`config.mk`:
```
export PLATFORM = sky130hd
export DESIGN_NAME = bitpacked_record_parser
export DESIGN_NICKNAME = d
export VERILOG_FILES = /design/src/sv/bpr_pkg.sv /design/src/sv/bpr_dp.sv /design/src/sv/bpr_seq.sv /design/src/sv/bitpacked_record_parser.sv
export VERILOG_INCLUDE_DIRS = /design/src /design/src/sv
export SDC_FILE = /design/constraint.sdc
export NUM_CORES = 1
export LEC_CHECK = 0
export CAP_MARGIN = 15
export CORE_MARGIN = 10
export CORE_UTILIZATION = 50
export CTS_BUF_LIST = sky130_fd_sc_hd__clkbuf_4 sky130_fd_sc_hd__clkbuf_8
export DETAILED_ROUTE_END_ITERATION = 7
export DONT_BUFFER_PORTS = 1
export PLACE_DENSITY_LB_ADDON = 0.2
export SYNTH_ARGS = -nofsm -noshare
export SYNTH_HDL_FRONTEND = slang
export SYNTH_SLANG_ARGS = --single-unit
```
`constraint.sdc`:
```
create_clock -name clk -period 7.3 [get_ports clk]
set_input_delay 0.365 -clock clk [delete_from_list [all_inputs] [get_ports clk]]
set_output_delay 0.365 -clock clk [all_outputs]
set_load 0.01 [all_outputs]
```
`src/sv/assert_macros.svh`:
```
// assertion helpers used by the sequencer rtl
`ifndef ASSERT_MACROS_SVH
`define ASSERT_MACROS_SVH

// same-cycle implication
`define BPR_ASSERT_NOW(label, clk, rst_n, ante, cons, msg) \
  label: assert property (@(posedge clk) disable iff (!rst_n) (ante) |-> (cons)) \
    else $error(msg);

// next-cycle implication
`define BPR_ASSERT_NEXT(label, clk, rst_n, ante, cons, msg) \
  label: assert property (@(posedge clk) disable iff (!rst_n) (ante) |=> (cons)) \
    else $error(msg);

`endif

```
`src/sv/bpr_pkg.sv`:
```
package bpr_pkg;

  localparam logic [1:0] KIND_RECT   = 2'd0;
  localparam logic [1:0] KIND_MATRIX = 2'd1;
  localparam logic [1:0] KIND_CX     = 2'd2;
  localparam logic [1:0] KIND_CXA    = 2'd3;

  localparam logic [1:0] ROLE_SKIP   = 2'd0;
  localparam logic [1:0] ROLE_FLAG   = 2'd1;
  localparam logic [1:0] ROLE_PREFIX = 2'd2;
  localparam logic [1:0] ROLE_FIELD  = 2'd3;

  localparam logic [1:0] GATE_NONE = 2'd0;
  localparam logic [1:0] GATE_F0   = 2'd1;
  localparam logic [1:0] GATE_F1   = 2'd2;

  localparam logic [4:0] LONG_PREFIX_BITS  = 5'd5;
  localparam logic [4:0] SHORT_PREFIX_BITS = 5'd4;
  localparam logic [3:0] BYTE_BITS         = 4'd8;
  localparam int         BYTE_MSB          = 7;

  typedef struct packed {
    logic [1:0] role;
    logic [1:0] gate;
    logic [2:0] slot;
    logic       fbit;
    logic       fin;
  } uword_t;

  typedef struct packed {
    logic [2:0] tag;
    logic [2:0] addr;
    logic       last;
  } eword_t;

  typedef struct packed {
    logic       load_byte;
    logic       start;
    logic       shift;
    logic       clr_accum;
    logic       finish;
    logic [1:0] role;
    logic [2:0] slot;
    logic       fbit;
    logic [1:0] kind;
    logic [2:0] rd_addr;
  } ctl_t;

  typedef struct packed {
    logic [1:0] gflags;
    logic [4:0] field_bits;
  } stat_t;

  typedef struct packed {
    logic       vld;
    logic [1:0] kind;
    logic [2:0] tag;
    logic       last;
  } emit_t;

  function automatic uword_t mk(input logic [1:0] role, input logic [1:0] gate,
                                input logic [2:0] slot, input logic fbit);
    uword_t w;
    w.role = role;
    w.gate = gate;
    w.slot = slot;
    w.fbit = fbit;
    w.fin  = 1'b0;
    return w;
  endfunction

  // control store: one word per (kind, step)
  function automatic uword_t ucode(input logic [1:0] kind, input logic [3:0] ph);
    uword_t w;
    w.role = ROLE_SKIP;
    w.gate = GATE_NONE;
    w.slot = 3'd0;
    w.fbit = 1'b0;
    w.fin  = 1'b1;
    case (kind) inside
      KIND_RECT: begin
        case (ph)
          4'd1: w = mk(ROLE_PREFIX, GATE_NONE, 3'd0, 1'b0);
          4'd2, 4'd3, 4'd4, 4'd5: w = mk(ROLE_FIELD, GATE_NONE, 3'(ph - 4'd2), 1'b0);
          default: ;
        endcase
      end
      KIND_MATRIX: begin
        case (ph)
          4'd1:  w = mk(ROLE_FLAG,   GATE_NONE, 3'd0, 1'b0);
          4'd2:  w = mk(ROLE_PREFIX, GATE_F0,   3'd0, 1'b0);
          4'd3:  w = mk(ROLE_FIELD,  GATE_F0,   3'd0, 1'b0);
          4'd4:  w = mk(ROLE_FIELD,  GATE_F0,   3'd1, 1'b0);
          4'd5:  w = mk(ROLE_FLAG,   GATE_NONE, 3'd0, 1'b1);
          4'd6:  w = mk(ROLE_PREFIX, GATE_F1,   3'd0, 1'b0);
          4'd7:  w = mk(ROLE_FIELD,  GATE_F1,   3'd2, 1'b0);
          4'd8:  w = mk(ROLE_FIELD,  GATE_F1,   3'd3, 1'b0);
          4'd9:  w = mk(ROLE_PREFIX, GATE_NONE, 3'd0, 1'b0);
          4'd10: w = mk(ROLE_FIELD,  GATE_NONE, 3'd4, 1'b0);
          4'd11: w = mk(ROLE_FIELD,  GATE_NONE, 3'd5, 1'b0);
          default: ;
        endcase
      end
      KIND_CX, KIND_CXA: begin
        case (ph)
          4'd1: w = mk(ROLE_FLAG,   GATE_NONE, 3'd0, 1'b0);
          4'd2: w = mk(ROLE_FLAG,   GATE_NONE, 3'd0, 1'b1);
          4'd3: w = mk(ROLE_PREFIX, GATE_NONE, 3'd0, 1'b0);
          4'd4, 4'd5, 4'd6, 4'd7:
            w = mk(ROLE_FIELD, GATE_F1, 3'(ph - 4'd4), 1'b0);
          4'd8, 4'd9, 4'd10, 4'd11:
            w = mk(ROLE_FIELD, GATE_F0, 3'(ph - 4'd4), 1'b0);
          default: ;
        endcase
        // alpha terms only in the alpha variant
        if (kind == KIND_CX && (ph == 4'd7 || ph == 4'd11)) begin
          w.role = ROLE_SKIP;
        end
      end
      default: ;
    endcase
    return w;
  endfunction

  // result order per kind
  function automatic eword_t erom(input logic [1:0] kind, input logic [2:0] k);
    eword_t e;
    e.tag  = k;
    e.addr = k;
    e.last = (k == 3'd7);
    case (kind) inside
      KIND_RECT: begin
        // y0 sits in slot 2, width in slot 1
        if (k == 3'd1) begin
          e.addr = 3'd2;
        end else if (k == 3'd2) begin
          e.addr = 3'd1;
        end
        e.last = (k == 3'd3);
      end
      KIND_MATRIX: e.last = (k == 3'd5);
      KIND_CX: begin
        e.tag  = (k < 3'd3) ? k : k + 3'd1;
        e.addr = e.tag;
        e.last = (k == 3'd5);
      end
      default: ;
    endcase
    return e;
  endfunction

endpackage

```
`src/sv/bpr_dp.sv`:
```
module bpr_dp (
  input  logic                clk,
  input  logic                rst_n,
  input  logic [7:0]          in_data_byte,
  input  bpr_pkg::ctl_t       ctl,
  output bpr_pkg::stat_t      stat,
  output logic signed [31:0]  rd_data,
  output logic                rd_present
);

  logic [7:0]  byte_r;
  logic [31:0] accum_r;
  logic [31:0] prev_r;
  logic [1:0]  gflags_r;
  logic [4:0]  field_bits_r;
  logic [7:0]  present_r;
  logic [31:0] store_r [8];
  logic [31:0] rd_data_r;
  logic        rd_pres_r;

  logic [4:0]  fb_m1;
  logic [31:0] sext;
  logic [31:0] wr_val;

  always_comb begin
    fb_m1 = field_bits_r - 5'd1;
    sext  = accum_r;
    if (field_bits_r != 5'd0 && accum_r[fb_m1]) begin
      sext = accum_r | (32'hFFFF_FFFF << field_bits_r);
    end
    // rect extents: x1 - x0 and y1 - y0
    wr_val = (ctl.kind == bpr_pkg::KIND_RECT && ctl.slot[0]) ? sext - prev_r : sext;
  end

  always_ff @(posedge clk) begin
    if (!rst_n) begin
      accum_r      <= '0;
      gflags_r     <= '0;
      field_bits_r <= '0;
      present_r    <= '0;
    end else if (ctl.start) begin
      accum_r      <= '0;
      gflags_r     <= '0;
      field_bits_r <= '0;
      present_r    <= '0;
    end else begin
      if (ctl.clr_accum) begin
        accum_r <= '0;
      end else if (ctl.shift) begin
        accum_r <= {accum_r[30:0], byte_r[bpr_pkg::BYTE_MSB]};
      end
      if (ctl.finish) begin
        unique case (ctl.role)
          bpr_pkg::ROLE_FLAG:   gflags_r[ctl.fbit] <= gflags_r[ctl.fbit] | accum_r[0];
          bpr_pkg::ROLE_PREFIX: field_bits_r <= accum_r[4:0];
          bpr_pkg::ROLE_FIELD:  present_r[ctl.slot] <= 1'b1;
          default: ;
        endcase
      end
    end
  end

  always_ff @(posedge clk) begin
    if (ctl.load_byte) begin
      byte_r <= in_data_byte;
    end else if (ctl.shift) begin
      byte_r <= {byte_r[6:0], 1'b0};
    end
    if (ctl.finish && ctl.role == bpr_pkg::ROLE_FIELD) begin
      store_r[ctl.slot] <= wr_val;
      prev_r            <= sext;
    end
    rd_data_r <= store_r[ctl.rd_addr];
    rd_pres_r <= present_r[ctl.rd_addr];
  end

  assign stat.gflags     = gflags_r;
  assign stat.field_bits = field_bits_r;
  assign rd_data         = rd_data_r;
  assign rd_present      = rd_pres_r;

endmodule

```
`src/sv/bpr_seq.sv`:
```
module bpr_seq (
  input  logic            clk,
  input  logic            rst_n,
  input  logic            in_valid,
  output logic            in_ready,
  input  logic            in_start_record,
  input  logic [1:0]      in_opcode,
  input  bpr_pkg::stat_t  stat,
  input  logic            out_free,
  output bpr_pkg::ctl_t   ctl,
  output bpr_pkg::emit_t  emit
);

  `include "assert_macros.svh"

  localparam logic [2:0] S_IDLE    = 3'd0;
  localparam logic [2:0] S_ENTER   = 3'd1;
  localparam logic [2:0] S_SHIFT   = 3'd2;
  localparam logic [2:0] S_EMIT_RD = 3'd3;
  localparam logic [2:0] S_EMIT_WR = 3'd4;

  logic [2:0] state_r, state_nxt;
  logic [1:0] kind_r, kind_nxt;
  logic [3:0] phase_r, phase_nxt;
  logic [4:0] bits_left_r, bits_left_nxt;
  logic [3:0] bitcnt_r, bitcnt_nxt;
  logic [2:0] emit_k_r, emit_k_nxt;

  bpr_pkg::uword_t uw;
  bpr_pkg::eword_t ew;
  logic            gate_ok;
  logic [1:0]      role_eff;
  logic [4:0]      width;
  logic            acc;

  always_comb begin
    uw      = bpr_pkg::ucode(kind_r, phase_r);
    ew      = bpr_pkg::erom(kind_r, emit_k_r);
    gate_ok = (uw.gate == bpr_pkg::GATE_NONE) ||
              (uw.gate == bpr_pkg::GATE_F0 && stat.gflags[0]) ||
              (uw.gate == bpr_pkg::GATE_F1 && stat.gflags[1]);
    role_eff = gate_ok ? uw.role : bpr_pkg::ROLE_SKIP;
    unique case (role_eff)
      bpr_pkg::ROLE_FLAG:   width = 5'd1;
      bpr_pkg::ROLE_PREFIX: width = kind_r[1] ? bpr_pkg::SHORT_PREFIX_BITS
                                              : bpr_pkg::LONG_PREFIX_BITS;
      bpr_pkg::ROLE_FIELD:  width = stat.field_bits;
      default:              width = 5'd0;
    endcase
  end

  assign in_ready = (state_r == S_IDLE);
  assign acc      = in_valid && in_ready;

  always_comb begin
    state_nxt     = state_r;
    kind_nxt      = kind_r;
    phase_nxt     = phase_r;
    bits_left_nxt = bits_left_r;
    bitcnt_nxt    = bitcnt_r;
    emit_k_nxt    = emit_k_r;

    ctl           = '0;
    ctl.role      = role_eff;
    ctl.slot      = uw.slot;
    ctl.fbit      = uw.fbit;
    ctl.kind      = kind_r;
    ctl.rd_addr   = ew.addr;

    emit.vld      = 1'b0;
    emit.kind     = kind_r;
    emit.tag      = ew.tag;
    emit.last     = ew.last;

    unique case (state_r)
      S_IDLE: begin
        if (acc) begin
          ctl.load_byte = 1'b1;
          bitcnt_nxt    = bpr_pkg::BYTE_BITS;
          if (in_start_record) begin
            // a new record drops any open one
            ctl.start = 1'b1;
            kind_nxt  = in_opcode;
            phase_nxt = 4'd1;
            state_nxt = S_ENTER;
          end else if (phase_r != 4'd0) begin
            state_nxt = S_SHIFT;
          end
        end
      end
      S_ENTER: begin
        if (uw.fin) begin
          phase_nxt  = 4'd0;
          emit_k_nxt = 3'd0;
          state_nxt  = S_EMIT_RD;
        end else if (role_eff == bpr_pkg::ROLE_SKIP) begin
          phase_nxt = phase_r + 4'd1;
        end else begin
          ctl.clr_accum = 1'b1;
          bits_left_nxt = width;
          state_nxt     = S_SHIFT;
        end
      end
      S_SHIFT: begin
        if (bits_left_r == 5'd0) begin
          ctl.finish = 1'b1;
          phase_nxt  = phase_r + 4'd1;
          state_nxt  = S_ENTER;
        end else if (bitcnt_r == 4'd0) begin
          state_nxt = S_IDLE;
        end else begin
          ctl.shift     = 1'b1;
          bitcnt_nxt    = bitcnt_r - 4'd1;
          bits_left_nxt = bits_left_r - 5'd1;
        end
      end
      S_EMIT_RD: state_nxt = S_EMIT_WR;
      S_EMIT_WR: begin
        if (out_free) begin
          emit.vld = 1'b1;
          if (ew.last) begin
            state_nxt = S_IDLE;
          end else begin
            emit_k_nxt = emit_k_r + 3'd1;
            state_nxt  = S_EMIT_RD;
          end
        end
      end
      default: state_nxt = S_IDLE;
    endcase
  end

  always_ff @(posedge clk) begin
    if (!rst_n) begin
      state_r     <= S_IDLE;
      kind_r      <= bpr_pkg::KIND_RECT;
      phase_r     <= '0;
      bits_left_r <= '0;
      bitcnt_r    <= '0;
      emit_k_r    <= '0;
    end else begin
      state_r     <= state_nxt;
      kind_r      <= kind_nxt;
      phase_r     <= phase_nxt;
      bits_left_r <= bits_left_nxt;
      bitcnt_r    <= bitcnt_nxt;
      emit_k_r    <= emit_k_nxt;
    end
  end

  `BPR_ASSERT_NEXT(a_start_enter, clk, rst_n, acc && in_start_record,
                   state_r == S_ENTER && phase_r == 4'd1, "start item did not open a record")
  `BPR_ASSERT_NOW(a_emit_closed, clk, rst_n, emit.vld,
                  phase_r == 4'd0, "result emitted while record still open")
  `BPR_ASSERT_NEXT(a_last_idle, clk, rst_n, emit.vld && emit.last,
                   state_r == S_IDLE, "sequencer not idle after last result")
  `BPR_ASSERT_NOW(a_shift_bits, clk, rst_n, ctl.shift,
                  bitcnt_r != 4'd0 && bits_left_r != 5'd0, "shift without bits")

endmodule

```
`src/sv/bitpacked_record_parser.sv`:
```
// channel | ports                                              | accepted when
// in      | in_data_byte, in_start_record, in_opcode           | in_valid && in_ready
// out     | out_record_kind, out_field_tag, out_field_value,   | out_valid && out_ready
//         | out_present, out_last                              |
//
// a byte is accepted in S_IDLE and its bits (up to 8) are shifted in S_SHIFT, which goes
// back to S_IDLE if they run out mid-record; each step, a start too, passes S_ENTER; a
// finished record emits 4 to 8 results, each a registered store read then an output write
// rst_n is synchronous, active low; a record is open only after a start item
// input stalls while the sequencer parses or emits; the output register lets the
// next byte in while the last result of a record waits for out_ready
module bitpacked_record_parser (
  input  logic               clk,
  input  logic               rst_n,
  input  logic               in_valid,
  output logic               in_ready,
  input  logic [7:0]         in_data_byte,
  input  logic               in_start_record,
  input  logic [1:0]         in_opcode,
  output logic               out_valid,
  input  logic               out_ready,
  output logic [1:0]         out_record_kind,
  output logic [2:0]         out_field_tag,
  output logic signed [31:0] out_field_value,
  output logic               out_present,
  output logic               out_last
);

  bpr_pkg::ctl_t     ctl;
  bpr_pkg::stat_t    stat;
  bpr_pkg::emit_t    emit;
  logic signed [31:0] rd_data;
  logic               rd_present;
  logic               out_free;

  logic               out_valid_r;
  logic [1:0]         kind_r;
  logic [2:0]         tag_r;
  logic signed [31:0] value_r;
  logic               present_r;
  logic               last_r;

  assign out_free = !out_valid_r || out_ready;

  bpr_seq u_seq (
    .clk             (clk),
    .rst_n           (rst_n),
    .in_valid        (in_valid),
    .in_ready        (in_ready),
    .in_start_record (in_start_record),
    .in_opcode       (in_opcode),
    .stat            (stat),
    .out_free        (out_free),
    .ctl             (ctl),
    .emit            (emit)
  );

  bpr_dp u_dp (
    .clk          (clk),
    .rst_n        (rst_n),
    .in_data_byte (in_data_byte),
    .ctl          (ctl),
    .stat         (stat),
    .rd_data      (rd_data),
    .rd_present   (rd_present)
  );

  always_ff @(posedge clk) begin
    if (!rst_n) begin
      out_valid_r <= 1'b0;
    end else if (emit.vld) begin
      out_valid_r <= 1'b1;
    end else if (out_ready) begin
      out_valid_r <= 1'b0;
    end
  end

  always_ff @(posedge clk) begin
    if (emit.vld) begin
      kind_r    <= emit.kind;
      tag_r     <= emit.tag;
      value_r   <= rd_present ? rd_data : 32'sd0;
      present_r <= rd_present;
      last_r    <= emit.last;
    end
  end

  assign out_valid       = out_valid_r;
  assign out_record_kind = kind_r;
  assign out_field_tag   = tag_r;
  assign out_field_value = value_r;
  assign out_present     = present_r;
  assign out_last        = last_r;

endmodule
```
Yosys cells after proc, flatten, opt, wreduce, memory -nomap -nowiden
Memory sizes are Yosys's and may differ from the RTL's. A register that Yosys moved wholly into a read port is not among the register bits.
Index checks and enable logic that the tools add are counted.
{"block": "op_classes", "magnitude_cmp": 7, "eq_ne": 42, "addsub": 8, "n_reduce_logical": 43, "mux": 81, "bitwise_logic": 4, "shifts": 1}
{"cell": "$pmux W9 S11", "n": 1}
{"cell": "$mux W32", "n": 2}
{"cell": "$mux W3", "n": 18}
{"cell": "$pmux W9 S5", "n": 1}
{"cell": "$mux W4", "n": 8}
{"cell": "$or A32 B32 Y32", "n": 1}
{"cell": "$shl A32 B5 Y32 const A", "n": 1}
{"cell": "$sub A32 B32 Y32", "n": 1}
{"cell": "$mux W9", "n": 3}
{"cell": "$mux W1", "n": 25}
{"cell": "$mux W5", "n": 4}
{"cell": "$pmux W9 S2", "n": 1}
{"cell": "$eq A4 B3 Y1 const B", "n": 4}
{"cell": "$eq A4 B4 Y1 const B", "n": 4}
{"cell": "$mux W8", "n": 2}
{"cell": "$ne A2 B2 Y1 const B", "n": 8}
{"cell": "$pmux W3 S5", "n": 1}
{"cell": "$pmux W5 S3", "n": 1}
{"cell": "$reduce_and A5 Y1", "n": 3}
{"cell": "$eq A3 B2 Y1 const B", "n": 4}
{"cell": "$pmux W4 S3", "n": 1}
{"cell": "$reduce_or A4 Y1", "n": 3}
{"cell": "$eq A2 B2 Y1 const B", "n": 5}
{"cell": "$mux W2", "n": 5}
{"cell": "other kinds (48)", "n": 79}
{"block": "totals", "ram_bits": 256, "n_memories": 1, "elab_cells": 206, "regBits": 149, "input_bits": 15}
{"memory": "u_dp.store_r", "words": 8, "width": 32, "rd": 1, "rd_clocked_by_memory_dff": 1, "wr": 1, "line_no": "bpr_dp.sv:17", "text": "logic [31:0] store_r [8];"}

Logic depth before layout (Yosys ltp)
{"block": "depth", "word_depth": 17, "depth_mapped": 23, "mapped_depth_nobuf": 21}

Hierarchy
Synthesis repeated with hierarchy kept, for this count alone.
{"block": "unflattened", "hier_cells": 1374, "area_unflattened_um2": 19635.1}
{"module": "bpr_dp", "n_inst": 1, "area_per_inst_um2": 15989.1, "cells_each": 1010}
{"module": "bpr_seq", "n_inst": 1, "area_per_inst_um2": 2182.1, "cells_each": 286}
{"module": "bitpacked_record_parser", "n_inst": 1, "area_per_inst_um2": 1463.9, "cells_each": 78}

Least setup slack after synthesis
OpenSTA, ideal clock, no wires.
{"block": "synth_timing", "path_type": "register to register", "startpoint": "reg u_dp.field_bits_r[0]", "endpoint": "mem u_dp.store_r[0][21] (data pin)", "path_slack_ns": 1.865, "period_less_slack_ns": 5.435, "t_arrival_ns": 5.198, "n_path_buf": 2, "required_time_ns": 7.063, "path_stages_with_launch": 22, "path_cell_list": "dfxtp_1 buf_4 inv_1 ha_1 clkbuf_1 mux4_2 inv_1 mux4_2 nor3b_1 inv_1 nor2_1 a31o_2 ha_1 nor2b_1 o31a_1 o211ai_1 a21boi_0 o21a_1 o31a_1 a41oi_1 mux2_2 a31oi_1"}
{"block": "synth_via", "elab_chain_len": 7}
{"item": "from (decl)", "line_no": "bpr_dp.sv:15", "text": "logic [4:0] field_bits_r;"}
{"item": "from (signal assigned)", "line_no": "bpr_dp.sv:55", "text": "bpr_pkg::ROLE_PREFIX: field_bits_r <= accum_r[4:0];"}
{"item": "$sub A5 B1 Y5", "line_no": "bpr_dp.sv:26", "text": "fb_m1 = field_bits_r - 5'd1;"}
{"item": "$bmux W1 S5", "line_no": "bpr_dp.sv:28", "text": "if (field_bits_r != 5'd0 && accum_r[fb_m1]) begin"}
{"item": "$mux W1 (implied by the code)", "line_no": "bpr_dp.sv:28"}
{"item": "$logic_and A1 B1 Y1", "line_no": "bpr_dp.sv:28"}
{"item": "$mux W32 (*)", "line_no": "bpr_dp.sv:28"}
{"item": "via u_dp.sext[1]", "line_no": "bpr_dp.sv:22", "text": "logic [31:0] sext;"}
{"item": "$sub A32 B32 Y32 (*)", "line_no": "bpr_dp.sv:32", "text": "wr_val = (ctl.kind == bpr_pkg::KIND_RECT && ctl.slot[0]) ? sext - prev_r : sext;"}
{"item": "$mux W32 (*)", "line_no": "bpr_dp.sv:32"}
{"item": "via u_dp.wr_val[21]", "line_no": "bpr_dp.sv:23", "text": "logic [31:0] wr_val;"}
{"item": "to (decl)", "line_no": "bpr_dp.sv:17"}
The timed path passes the listed nets; every way through them passes the cells marked *. The select of a mux whose other input is x is not followed.

Worst setup path after layout
{"block": "layout_timing", "startpoint": "reg u_dp.field_bits_r[1]", "endpoint": "mem u_dp.store_r[6][21] (data pin)"}
Same word-level chain as after synthesis.

==> results.toml <==
[worst_setup_path]
cp_max_fo = 12
rrSetupSlack_ns = 1.16
cp_slowest_cell = "a31oi_1"
crit_path_frequent_cell = "inv_1"
slowest_delay_ns = 0.50
crit_required_ns = 7.63
cp-startpoint = "u_dp.field_bits_r[1]"
worst_setup_path_start_kind = "flip-flop"
critPathCapture = "u_dp.store_r[6][21]"
r2r_end = "u_dp.store_r[6][21]"
reg2reg_depth = 20
r2r-start = "u_dp.field_bits_r[1]"
path_buf_inv = 4
crit_type = "reg2reg"
crit_family = "compound AO/OA/AOI/OAI gates"
crit_path_end_kind = "flip-flop"
crit_chain = "inv_1 > ha_1 > mux4_2 > inv_1 > mux4_2 > nor3b_1 > buf_4 > inv_1 > nor2_1 > a31o_2 > ha_1 > nor2b_1 > o31a_1 > o211ai_1 > a21boi_0 > o21a_1 > o31a_1 > a41oi_1 > mux2_2 > a31oi_1"
crit_cells = 20
cp_data_arrival_time_ns = 6.47

[floorplan]
die_area_sq_um = 48100
core_sq_um = 39000
num_rows = 72
die_w_um = 219
initial_core_util = 0.509
die_h_um = 219
io_pins = 56

[final_layout]
fill_cells = 3204
multiInputGateArea_sq_um = 7260
area_growth_syn_to_layout_pct = 11.6
nets = 1755
finalNonFillerCells = 2264
regArea_sq_um = 12100
diodes = 0
drive_above_1_share = 0.147
final_area_sq_um = 22200

[global_route]
busiest_layer = "met2"
grt_pass1_wl_mm = 68.1
grt_max_degree = 133
met3_usage = 0.0354
met1_usage = 0.247
antenna_found_initial = 0
gr-usage-met2 = 0.278
gr-usage-all-layers = 0.178
first_global_vias = 12400
grt-ovfl-total = 0

[routing]
vias_per_cell = 5.53
totalWireLength_mm = 42.3
drc = 0
route.vias.total = 12500
dr.first_iter.drc_count = 985
antenna_left = 0
post_drt_wl_per_cell_um = 18.7
drtPass1Iterations = 5

[place]
placed_cells = 2113
placedInstanceArea_sq_um = 20400
gp_congestion = 0.900
dp_hpwl_mm = 26.7
io_buffers = 0

[pwr]
p_total_mw = 5.20
vdd_drop_max_uv = 181
powerDensity_nw_per_um2 = 235
leakage_nw = 8.08

[logic_synthesis]
synth_compound_area_frac = 0.121
synth_top_family_by_area = "compound AO/OA/AOI/OAI gates"
syn_avg_cell_area_sq_um = 11.9
synth_ff_type = "edfxtp_1"
ys_types = 64
synth-edff-count = 335
post_synth_and_or_nand_nor_area_fraction = 0.100
synth_seq_cells = 437
yosysTopAreaCell = "edfxtp_1"
synth_fa_ha_area_frac = 0.0338
synth_top_area_share = 0.506
yosys-top-cells-area = "edfxtp_1 (51%), dfxtp_1 (10%), nand2_1 (4.5%), mux2_2 (4.0%), mux2i_1 (3.9%)"
syn_area_sq_um = 19900
seq_area_frac_synth = 0.609
yosysWarnings = 0
postSynthCellCount = 1664
async_flop_share = 0
syn_nets = 1732
synthXorXnorAreaFrac = 0.0141
synthMuxAreaShare = 0.0915

[clock_tree]
cts_root_buf = "clkbuf_8"
clk_path_buf_depth = 3
cts_inserted_buffers = 74
clk_latency_ns = 0.62
cts.sinks = 437
cts_resized = 0
tritoncts = "done"
cts_hold_buf = 14
htree_num_levels = 3
post_cts_buffers = 0
cts.reportedPaths.clkPinSlew_ns = 0.06

[sta]
finalHoldViolCount = 0
finalSetupViolations = 0
clock.fmax_mhz = 163
finalSetupTns_ns = 0
worst_pin_slew_ns = 1.07
slew_viol_final = 0
min_period_ns = 6.14
fin_skew_ns = 0.0267
hold_ws_ns = 0.0768
rsz0062_at_grt = "false"
max_slew_margin = 0.277
period_share = 0.841

[worst_hold_path]
min-delay-path-class = "in2reg"
hp-start = "rst_n"

[flow_run]
maxCapViolCount = 0

[status]
status = "finished clean"
synthesized netlist by cell type (all sizes together), types with 5 or more instances:
cell	count
edfxtp	335
nand2	239
o21ai	132
dfxtp	102
a21oi	78
mux2i	78
clkbuf	76
mux2	70
inv	65
nor2	62
ha	52
and2	46
o211ai	41
a21o	36
o21a	23
nand3	21
xnor2	20
buf	14
nand4	13
nor3	13
xor2	12
a21boi	11
mux4	11
nand2b	11
o31ai	10
or2	8
a31oi	7
or3	7
a211oi	6
nor2b	6
o21bai	6
and3	5
nor4	5
o31a	5
how the worst min path moves through the flow:
stage	to	cells after the start
after global routing	u_seq.state_r[0]	3
after detailed placement	u_dp.present_r[2]	1
after global placement	u_dp.present_r[2]	1
after CTS	u_seq.state_r[0]	3
after floorplan	out_record_kind[1]	0
final	u_dp.field_bits_r[1]	2
final cells by class:
type / instances / share of cell area
sequential: 437 / 0.546
multi-input combinational: 1072 / 0.327
clock buffer: 119 / 0.0643
tap: 518 / 0.0292
timing repair buffer: 37 / 0.0156
inverter: 65 / 0.0110
clock inverter: 16 / 0.00705
sequential cells by signal, summed over array words and instances, names as in the netlist, 3 cells and up:
signal	cells
u_dp.byte_r	8
u_dp.store_r	256
u_dp.prev_r	32
u_dp.accum_r	32
u_dp.field_bits_r	5
u_seq.bits_left_r	5
out_field_value	32
out_field_tag	3
u_seq.emit_k_r	3
u_seq.state_r	3
u_dp.rd_data	32
u_seq.bitcnt_r	4
u_dp.present_r	8
u_seq.phase_r	4
stage by stage:
stage               utilization  setup WS [ns]
global placement          0.523           1.40
CTS                       0.568           1.20
global route              0.569          0.611
detailed placement        0.523           1.25
finish                    0.569           1.16
floorplan                     -           1.87
power breakdown:
part,switching (mW),internal (mW),leakage (nW)
Clock,0.944,1.34,0.836
Sequential,0.0169,2.67,4.01
Combinational,0.139,0.0904,3.23
Total,1.10,4.10,8.08
cells in the final DEF, fill, tap and decap left out, types with 35 or more instances in the layout:
| cell type | Yosys | routed |
|---|---|---|
| o21ai_0 | 130 | 130 |
| dfxtp_1 | 102 | 102 |
| inv_1 | 65 | 65 |
| mux2_2 | 70 | 70 |
| a21o_1 | 36 | 36 |
| and2_1 | 46 | 46 |
| nand2_1 | 239 | 239 |
| clkbuf_4 | 0 | 35 |
| edfxtp_1 | 335 | 335 |
| a21oi_1 | 78 | 77 |
| o211ai_1 | 41 | 41 |
| clkbuf_8 | 0 | 85 |
| nor2_1 | 62 | 53 |
| ha_1 | 52 | 52 |
| mux2i_1 | 78 | 78 |
logic make-up (layout without fill, tap and decap cells):
family | after synthesis | count (layout)
multiplexers | 159 | 159
flip-flops | 437 | 437
AO/OA/AOI/OAI | 386 | 386
adder cells (fa/ha/maj) | 53 | 53
AND/OR/NAND/NOR | 442 | 442
buffers and inverters | 155 | 237
XOR/XNOR | 32 | 32
worst reg2reg max path, stage by stage, from the launching register on:
cell and delay [ns]:
dfxtp_1 0.49, inv_1 0.12, ha_1 0.49, mux4_2 0.27, inv_1 0.04, mux4_2 0.47
nor3b_1 0.19, buf_4 0.21, inv_1 0.09, nor2_1 0.27, a31o_2 0.28, ha_1 0.24
nor2b_1 0.14, o31a_1 0.29, o211ai_1 0.25, a21boi_0 0.17, o21a_1 0.23, o31a_1 0.30
a41oi_1 0.44, mux2_2 0.39, a31oi_1 0.50
layer usage:
layer / part of all wire / up-vias
li1: - / 6133
met1: 0.47 / 6064
met2: 0.47 / 270
met3: 0.043 / 54
met4: 0.016 / 0
met5: 0 / -
Note: power is estimated with default switching activity, not from simulation.
